`config.mk`:
```
export PLATFORM = sky130hd
export DESIGN_NAME = easter_and_feast_date_core
export DESIGN_NICKNAME = d
export VERILOG_FILES = /design/src/rtl/core/efd_pkg.sv /design/src/rtl/core/easter_and_feast_date_core.sv
export SDC_FILE = /design/constraint.sdc
export NUM_CORES = 1
export LEC_CHECK = 0
export BUFFER_PORTS_ARGS = -buffer_cell sky130_fd_sc_hd__buf_4
export CAP_MARGIN = 20
export CELL_PAD_IN_SITES_DETAIL_PLACEMENT = 0
export CELL_PAD_IN_SITES_GLOBAL_PLACEMENT = 2
export CORE_AREA = 2 2 218 220
export CTS_BUF_LIST = sky130_fd_sc_hd__clkbuf_16
export DETAILED_ROUTE_END_ITERATION = 7
export DIE_AREA = 0 0 220 222
export PLACE_DENSITY = 0.88
export RECOVER_POWER = 25
export SLEW_MARGIN = 20
export SYNTH_ARGS = -nofsm -noshare
export SYNTH_HDL_FRONTEND = slang
export SYNTH_SLANG_ARGS = --single-unit
```
`constraint.sdc`:
```
create_clock -name clk -period 8.6 [get_ports clk]
set_input_delay 1.72 -clock clk [delete_from_list [all_inputs] [get_ports clk]]
set_output_delay 1.72 -clock clk [all_outputs]
set_load 0.02 [all_outputs]
```
`src/rtl/core/efd_pkg.sv`:
```
package efd_pkg;

  localparam int YEAR_W   = 14;
  localparam int OFF_W    = 8;
  localparam int DIVR_W   = 9;
  localparam int FD_W     = 8;
  localparam int RECIP_W  = 23;
  localparam int RECIP_SH = 24;
  localparam int PROD_W   = YEAR_W + RECIP_W;

  localparam logic [OFF_W-1:0] OFFSET_RESET = 8'd49;
  localparam logic [OFF_W-1:0] OFFSET_MAX   = 8'd200;

  // Constant divisors of the computus.
  localparam logic [DIVR_W-1:0] DIV_GOLDEN  = 9'd19;
  localparam logic [DIVR_W-1:0] DIV_CENTURY = 9'd100;
  localparam logic [DIVR_W-1:0] DIV_F       = 9'd25;
  localparam logic [DIVR_W-1:0] DIV_G       = 9'd3;
  localparam logic [DIVR_W-1:0] DIV_EPACT   = 9'd30;
  localparam logic [DIVR_W-1:0] DIV_WEEK    = 9'd7;
  localparam logic [DIVR_W-1:0] DIV_M       = 9'd451;
  localparam logic [DIVR_W-1:0] DIV_MONTH   = 9'd31;

  // ceil(2^24 / d); the quotient is exact for every 14-bit dividend.
  localparam logic [RECIP_W-1:0] RCP_GOLDEN  = 23'd883012;
  localparam logic [RECIP_W-1:0] RCP_CENTURY = 23'd167773;
  localparam logic [RECIP_W-1:0] RCP_F       = 23'd671089;
  localparam logic [RECIP_W-1:0] RCP_G       = 23'd5592406;
  localparam logic [RECIP_W-1:0] RCP_EPACT   = 23'd559241;
  localparam logic [RECIP_W-1:0] RCP_WEEK    = 23'd2396746;
  localparam logic [RECIP_W-1:0] RCP_M       = 23'd37201;
  localparam logic [RECIP_W-1:0] RCP_MONTH   = 23'd541201;

  localparam logic [3:0] MON_FEB = 4'd2;
  localparam logic [3:0] MON_APR = 4'd4;
  localparam logic [3:0] MON_JUN = 4'd6;
  localparam logic [3:0] MON_SEP = 4'd9;
  localparam logic [3:0] MON_NOV = 4'd11;
  localparam logic [3:0] MON_DEC = 4'd12;

  typedef enum logic [2:0] {
    ST_IDLE,
    ST_LOAD,
    ST_DIV,
    ST_REM,
    ST_STORE,
    ST_WALK,
    ST_DONE
  } state_t;

  // Which division the shared multiplier is working on.
  typedef enum logic [2:0] {
    PH_A,
    PH_B,
    PH_F,
    PH_G,
    PH_H,
    PH_L,
    PH_M,
    PH_E
  } phase_t;

  function automatic logic [4:0] month_len(input logic [3:0] mon, input logic leap);
    logic [4:0] len;
    case (mon) inside
      MON_FEB:                          len = leap ? 5'd29 : 5'd28;
      MON_APR, MON_JUN, MON_SEP, MON_NOV: len = 5'd30;
      default:                          len = 5'd31;
    endcase
    return len;
  endfunction

endpackage

```
`src/rtl/core/easter_and_feast_date_core.sv`:
```
// Channel | Ports                                       | Handshake
// --------+---------------------------------------------+-----------------------------------
// in      | in_year                                     | start && !busy takes an item
// out     | out_paschal_month/day, out_feast_month/day | out_valid, one cycle, no stall
// cfg     | cfg_offset_days                             | cfg_valid && cfg_ready (ready high)
//
// Sequence: the shared multiplier does 8 constant divisions by reciprocal, each in
//   four steps (load, quotient multiply, back multiply, store), then walks the
//   feast date one month per cycle (n = months walked, 0..7) plus the final walk check.
//   The strobe comes in the done state; no new item is taken until the core is
//   back in idle after it.
// Reset: synchronous, active low; offset returns to 49, sequencer to idle.
// Stalls: none on the output side, the receiver must take each item.
module easter_and_feast_date_core (
  input  logic                       clk,
  input  logic                       rst_n,
  input  logic                       start,
  output logic                       busy,
  input  logic [efd_pkg::YEAR_W-1:0] in_year,
  output logic                       out_valid,
  output logic [2:0]                 out_paschal_month,
  output logic [4:0]                 out_paschal_day,
  output logic [3:0]                 out_feast_month,
  output logic [4:0]                 out_feast_day,
  input  logic                       cfg_valid,
  output logic                       cfg_ready,
  input  logic [efd_pkg::OFF_W-1:0]  cfg_offset_days
);
  import efd_pkg::*;

  state_t state_r, state_nxt;
  phase_t phase_r;

  logic [OFF_W-1:0]  offset_r;
  logic [YEAR_W-1:0] year_r;

  // Shared multiplier: dividend times reciprocal, then quotient times divisor
  logic [YEAR_W-1:0]  dvd_r;     // dividend of the current division
  logic [PROD_W-1:0]  prod_r;
  logic [YEAR_W-1:0]  quo_r;
  logic [YEAR_W-1:0]  quo_w;
  logic [YEAR_W-1:0]  rem_w;
  logic [YEAR_W-1:0]  dividend;
  logic [DIVR_W-1:0]  divisor;
  logic [RECIP_W-1:0] recip;
  logic [YEAR_W-1:0]  mul_a;
  logic [RECIP_W-1:0] mul_b;
  logic [PROD_W-1:0]  mul_p;

  // Computus terms
  logic [4:0] a_r;   // year mod 19
  logic [7:0] b_r;   // century
  logic [6:0] c_r;   // year of century
  logic [2:0] f_r;
  logic [5:0] g_r;
  logic [4:0] h_r;   // epact-like term
  logic [2:0] l_r;   // weekday correction
  logic       m_r;

  logic [2:0]      em_r;
  logic [4:0]      ed_r;
  logic [3:0]      fm_r;
  logic [FD_W-1:0] fd_r;

  logic [OFF_W-1:0] off_sat;
  logic             leap;
  logic [4:0]       cur_len;
  logic             walk_more;

  logic [YEAR_W-1:0] a_x, b_x, c_x, f_x, g_x, h_x, l_x, m_x;

  assign a_x = YEAR_W'(a_r);
  assign b_x = YEAR_W'(b_r);
  assign c_x = YEAR_W'(c_r);
  assign f_x = YEAR_W'(f_r);
  assign g_x = YEAR_W'(g_r);
  assign h_x = YEAR_W'(h_r);
  assign l_x = YEAR_W'(l_r);
  assign m_x = YEAR_W'(m_r);

  // Operand select; every dividend stays non-negative and below 2^14.
  always_comb begin
    unique case (phase_r)
      PH_A: begin
        dividend = year_r;
        divisor  = DIV_GOLDEN;
        recip    = RCP_GOLDEN;
      end
      PH_B: begin
        dividend = year_r;
        divisor  = DIV_CENTURY;
        recip    = RCP_CENTURY;
      end
      PH_F: begin
        dividend = b_x + YEAR_W'(8);
        divisor  = DIV_F;
        recip    = RCP_F;
      end
      PH_G: begin
        dividend = b_x - f_x + YEAR_W'(1);
        divisor  = DIV_G;
        recip    = RCP_G;
      end
      PH_H: begin
        // 19a + b + 15 + 600 - b/4 - g
        dividend = YEAR_W'(19) * a_x + b_x + YEAR_W'(615) - (b_x >> 2) - g_x;
        divisor  = DIV_EPACT;
        recip    = RCP_EPACT;
      end
      PH_L: begin
        // 32 + 35 + 2(b mod 4) + 2(c/4) - h - c mod 4
        dividend = YEAR_W'(67) + YEAR_W'({b_r[1:0], 1'b0}) + YEAR_W'({c_r[6:2], 1'b0})
                   - h_x - YEAR_W'(c_r[1:0]);
        divisor  = DIV_WEEK;
        recip    = RCP_WEEK;
      end
      PH_M: begin
        dividend = a_x + YEAR_W'(11) * h_x + YEAR_W'(22) * l_x;
        divisor  = DIV_M;
        recip    = RCP_M;
      end
      PH_E: begin
        // month * 31 + day - 1
        dividend = h_x + l_x + YEAR_W'(114) - YEAR_W'(7) * m_x;
        divisor  = DIV_MONTH;
        recip    = RCP_MONTH;
      end
      default: begin
        dividend = year_r;
        divisor  = DIV_MONTH;
        recip    = RCP_MONTH;
      end
    endcase
  end

  // Quotient is the product's top bits; remainder comes from the back multiply.
  assign quo_w = YEAR_W'(prod_r[PROD_W-1:RECIP_SH]);
  assign mul_a = (state_r == ST_REM) ? quo_w : dvd_r;
  assign mul_b = (state_r == ST_REM) ? RECIP_W'(divisor) : recip;
  assign mul_p = PROD_W'(mul_a) * PROD_W'(mul_b);
  assign rem_w = dvd_r - prod_r[YEAR_W-1:0];

  assign off_sat = (offset_r > OFFSET_MAX) ? OFFSET_MAX : offset_r;

  // y mod 400 == 0 reduces to century mod 4 == 0 when year of century is 0.
  assign leap      = (c_r == 7'd0) ? (b_r[1:0] == 2'b00) : (year_r[1:0] == 2'b00);
  assign cur_len   = month_len(fm_r, leap);
  assign walk_more = (fm_r < MON_DEC) && (FD_W'(cur_len) < fd_r);

  // Next state
  always_comb begin
    state_nxt = state_r;
    unique case (state_r)
      ST_IDLE:  if (start) state_nxt = ST_LOAD;
      ST_LOAD:  state_nxt = ST_DIV;
      ST_DIV:   state_nxt = ST_REM;
      ST_REM:   state_nxt = ST_STORE;
      ST_STORE: state_nxt = (phase_r == PH_E) ? ST_WALK : ST_LOAD;
      ST_WALK:  if (!walk_more) state_nxt = ST_DONE;
      ST_DONE:  state_nxt = ST_IDLE;
      default:  state_nxt = ST_IDLE;
    endcase
  end

  // Outputs
  always_comb begin
    busy      = (state_r != ST_IDLE);
    out_valid = (state_r == ST_DONE);
    cfg_ready = 1'b1;
  end

  assign out_paschal_month = em_r;
  assign out_paschal_day   = ed_r;
  assign out_feast_month   = fm_r;
  assign out_feast_day     = fd_r[4:0];

  // Control
  always_ff @(posedge clk) begin
    if (!rst_n) begin
      state_r  <= ST_IDLE;
      phase_r  <= PH_A;
      offset_r <= OFFSET_RESET;
    end else begin
      state_r <= state_nxt;
      if (cfg_valid && cfg_ready) offset_r <= cfg_offset_days;
      unique case (state_r)
        ST_IDLE:  phase_r <= PH_A;
        ST_STORE: begin
          unique case (phase_r)
            PH_A:    phase_r <= PH_B;
            PH_B:    phase_r <= PH_F;
            PH_F:    phase_r <= PH_G;
            PH_G:    phase_r <= PH_H;
            PH_H:    phase_r <= PH_L;
            PH_L:    phase_r <= PH_M;
            PH_M:    phase_r <= PH_E;
            default: phase_r <= PH_A;
          endcase
        end
        default: ;
      endcase
    end
  end

  // Datapath
  always_ff @(posedge clk) begin
    if (state_r == ST_IDLE && start) year_r <= in_year;

    if (state_r == ST_LOAD) dvd_r <= dividend;
    if (state_r == ST_DIV || state_r == ST_REM) prod_r <= mul_p;
    if (state_r == ST_REM) quo_r <= quo_w;

    if (state_r == ST_STORE) begin
      unique case (phase_r)
        PH_A: a_r <= rem_w[4:0];
        PH_B: begin
          b_r <= quo_r[7:0];
          c_r <= rem_w[6:0];
        end
        PH_F: f_r <= quo_r[2:0];
        PH_G: g_r <= quo_r[5:0];
        PH_H: h_r <= rem_w[4:0];
        PH_L: l_r <= rem_w[2:0];
        PH_M: m_r <= quo_r[0];
        PH_E: begin
          em_r <= quo_r[2:0];
          ed_r <= rem_w[4:0] + 5'd1;
          fm_r <= {1'b0, quo_r[2:0]};
          fd_r <= FD_W'(rem_w[4:0]) + FD_W'(1) + FD_W'(off_sat);
        end
        default: ;
      endcase
    end

    // Month walk: one month per cycle.
    if (state_r == ST_WALK && walk_more) begin
      fd_r <= fd_r - FD_W'(cur_len);
      fm_r <= fm_r + 4'd1;
    end
  end

endmodule

```
==> metrics.txt <==
clk_skew 11.9 ps; leakage 10.2 nW; ranking of synthesized cells by area fa_1 30%, edfxtp_1 18%, ha_1 13%, inv_1 7.5%, nand2_1 4.8%; Root Driver clkbuf_16; global-route wire length before repair 94.3 mm; post-CTS setup repair buffer count 0; DRC viols 0; PwrDens 348 nW/µm²; CP required 8790 ps; Post-synth EDFFs 114; Setup crit start kind flip-flop; Post-DRT Antenna Nets 0; clock slew at reported path FFs 70 ps; first-iteration detailed-routing DRC count 1151; Hold Crit Class reg2reg; CTS tree built; TritonCTS buffer count 17; most common cell in the netlist inv_1; WS Path Type reg2reg; Min Hold Slack 434 ps; Seq/Total Area, Yosys 0.191; crit path max fanout 22; Synthesized Nets 2617; HPWL after DPL 49.9 mm; hold path endpoint b_r[7]; max-cap viol count 0; startpoint of the worst hold path quo_r[7]; Area Growth Syn to Fin 9.04%; synth cell count leaders 386 x inv_1, 291 x fa_1, 249 x nand2_1, 213 x nor2_1, 206 x ha_1; Finished Cell Area 21200 µm²; Setup TNS 0 ps; post-synthesis cell count 2094; Via Count 14920; die area 48800 µm²; via density per instance 5.41; core box area 46300 µm²; filler-free cell count of the finished design 2759; synth warn 0; number of port buffers 44; initial antenna violation count 4; DRT Wirelength 60.3 mm; Max Slew Vio Count 0; post_cts resized 0; placed cell areas 20600 µm²; CP Capture Type flip-flop; Synth Register Bits 128; vias in the first global route 15713; ANT cells 0; row count 79; maximum vdd drop 0.647 mV; largest net degree at the start of global routing 43; CTS H-tree depth 4; Syn Area/Cell 9.27 µm²; Yosys top cell area share 0.300; Netlist Area Pre-Place 19400 µm²; Final Setup Violations 0; R2R Path Start phase_r[1]; ys flop type edfxtp_1; worst r2r path cells 21; worst r2r dst prod_r[35]; routability congestion estimate 0.939; Synth area leader fa_1; Slew Limit Headroom 0.280; r2r setup slk 660 ps; Cell variety after synth 78; Cells after DPL 2728; critical path arrival 8130 ps; CTS max path bufs 2; Fin. Hold Viols 0; total clock sinks 128; Initial Util 0.420; layout cells sized above 1 0.0651; Top-Level Pins 46; Avg WL per Cell 21.8 µm; Post-CTS Hold Buffers 0; GRT Resource Usage Total 0.259; f_max 126 MHz; die width 220 µm; latest clock arrival within the worst-skew pair 440 ps; asr flop ratio synth 0; fin nets 2663; crit path time final 7940 ps; Worst Hold Depth 0; DRT Pass-1 Iters 5; RSZ-0062 raised after global routing false; Worst Tran Pin Value 1070 ps; GRT overflow 0; final worst path period share 0.923; chip height 222 µm; status completed
## metrics by stage
step | power (mW) | utilization | setup slack (ps)
final | 7.37 | 0.458 | 663
after global routing | 8.27 | 0.458 | 158
after CTS | 7.43 | 0.458 | 754
after detailed placement | 6.65 | 0.445 | 753
after global placement | 6.60 | 0.445 | 903
after floorplan | 5.12 | - | 659
## flip-flops by register name, indices dropped and copies added, names as in the netlist
signal / count
a_r: 5
b_r: 8
c_r: 7
dvd_r: 14
f_r: 3
fd_r: 8
g_r: 6
h_r: 5
l_r: 3
m_r: 1
offset_r: 8
out_feast_month: 4
out_paschal_day: 5
out_paschal_month: 3
phase_r: 3
prod_r: 20
quo_r: 8
state_r: 3
year_r: 14
## cells in the final DEF (no fill, tap or decap), types with 4 or more instances in the layout
cell type	n
buf_4	84
dfxtp_1	13
nand3_1	26
a211oi_1	13
clkbuf_16	17
o21ai_1	9
or2_2	8
a21oi_1	59
o31ai_1	6
a21o_1	27
and3_1	26
mux2i_1	17
or3_1	9
o21ai_0	53
a31oi_1	12
nand2b_1	20
and2_1	26
nor4_1	10
ha_1	206
nor2_1	213
xnor2_1	40
o22ai_1	4
nor3b_1	5
clkinv_4	4
nor2b_1	22
nor3_1	22
nand2_1	249
o21a_1	14
inv_1	386
xor2_1	32
edfxtp_1	114
nand4_1	16
o31a_1	5
fa_1	291
o211ai_1	5
## how the worst max path moves through the flow
stage | from | endpoint | slack [ps]
detailed placement | phase_r[1] | prod_r[35] | 750
global placement | phase_r[1] | prod_r[35] | 900
global route | phase_r[1] | prod_r[35] | 160
CTS | phase_r[1] | prod_r[36] | 750
finish | phase_r[1] | prod_r[35] | 660
floorplan | state_r[2] | prod_r[33] | 660
## per-layer routing
metal,up-vias,global-route usage,share of wire
li1,6854,-,-
met1,7458,0.367,0.44
met2,506,0.407,0.46
met3,102,0.0372,0.061
met4,0,0.0898,0.036
met5,-,0,0
## area by class of cell
type                            instances  area (µm²)
Multi-Input combinational cell       1518       14000
Tap cell                              607         759
Fill cell                            4450       25100
Inverter                              387        1450
Clock inverter                         14         160
Timing Repair Buffer                   88         662
Clock buffer                           17         425
Sequential cell                       128        3700
## where the power goes
part	internal (mW)	switching, mW	total [mW]
registers	0.889	0.0802	0.969
logic	2.25	3.41	5.66
clock network	0.430	0.312	0.742
total	3.57	3.80	7.37
## cells by family after synthesis
family / after synthesis / synth area share
AO/OA/AOI/OAI: 258 / 0.0876
XOR/XNOR: 72 / 0.0325
adder cells (fa/ha/maj): 497 / 0.433
buffers and inverters: 448 / 0.0883
flip-flops: 128 / 0.191
multiplexers: 19 / 0.0111
other: 2 / 0.000387
AND/OR/NAND/NOR: 670 / 0.156
## worst max-delay path, cell delays in order (launching register included)
cell	delay (ps)
dfxtp_1	740
nor2b_1	500
nand2_1	340
o21ai_1	600
nand2_1	180
fa_1	560
inv_1	50
fa_1	490
fa_1	530
fa_1	450
fa_1	590
inv_1	70
fa_1	540
inv_1	40
ha_1	310
a211oi_1	220
o21ai_1	110
a211oi_1	300
o21bai_1	220
a31oi_1	500
nor4_1	90
a211o_1	240
(Power assumes the default switching activity.)
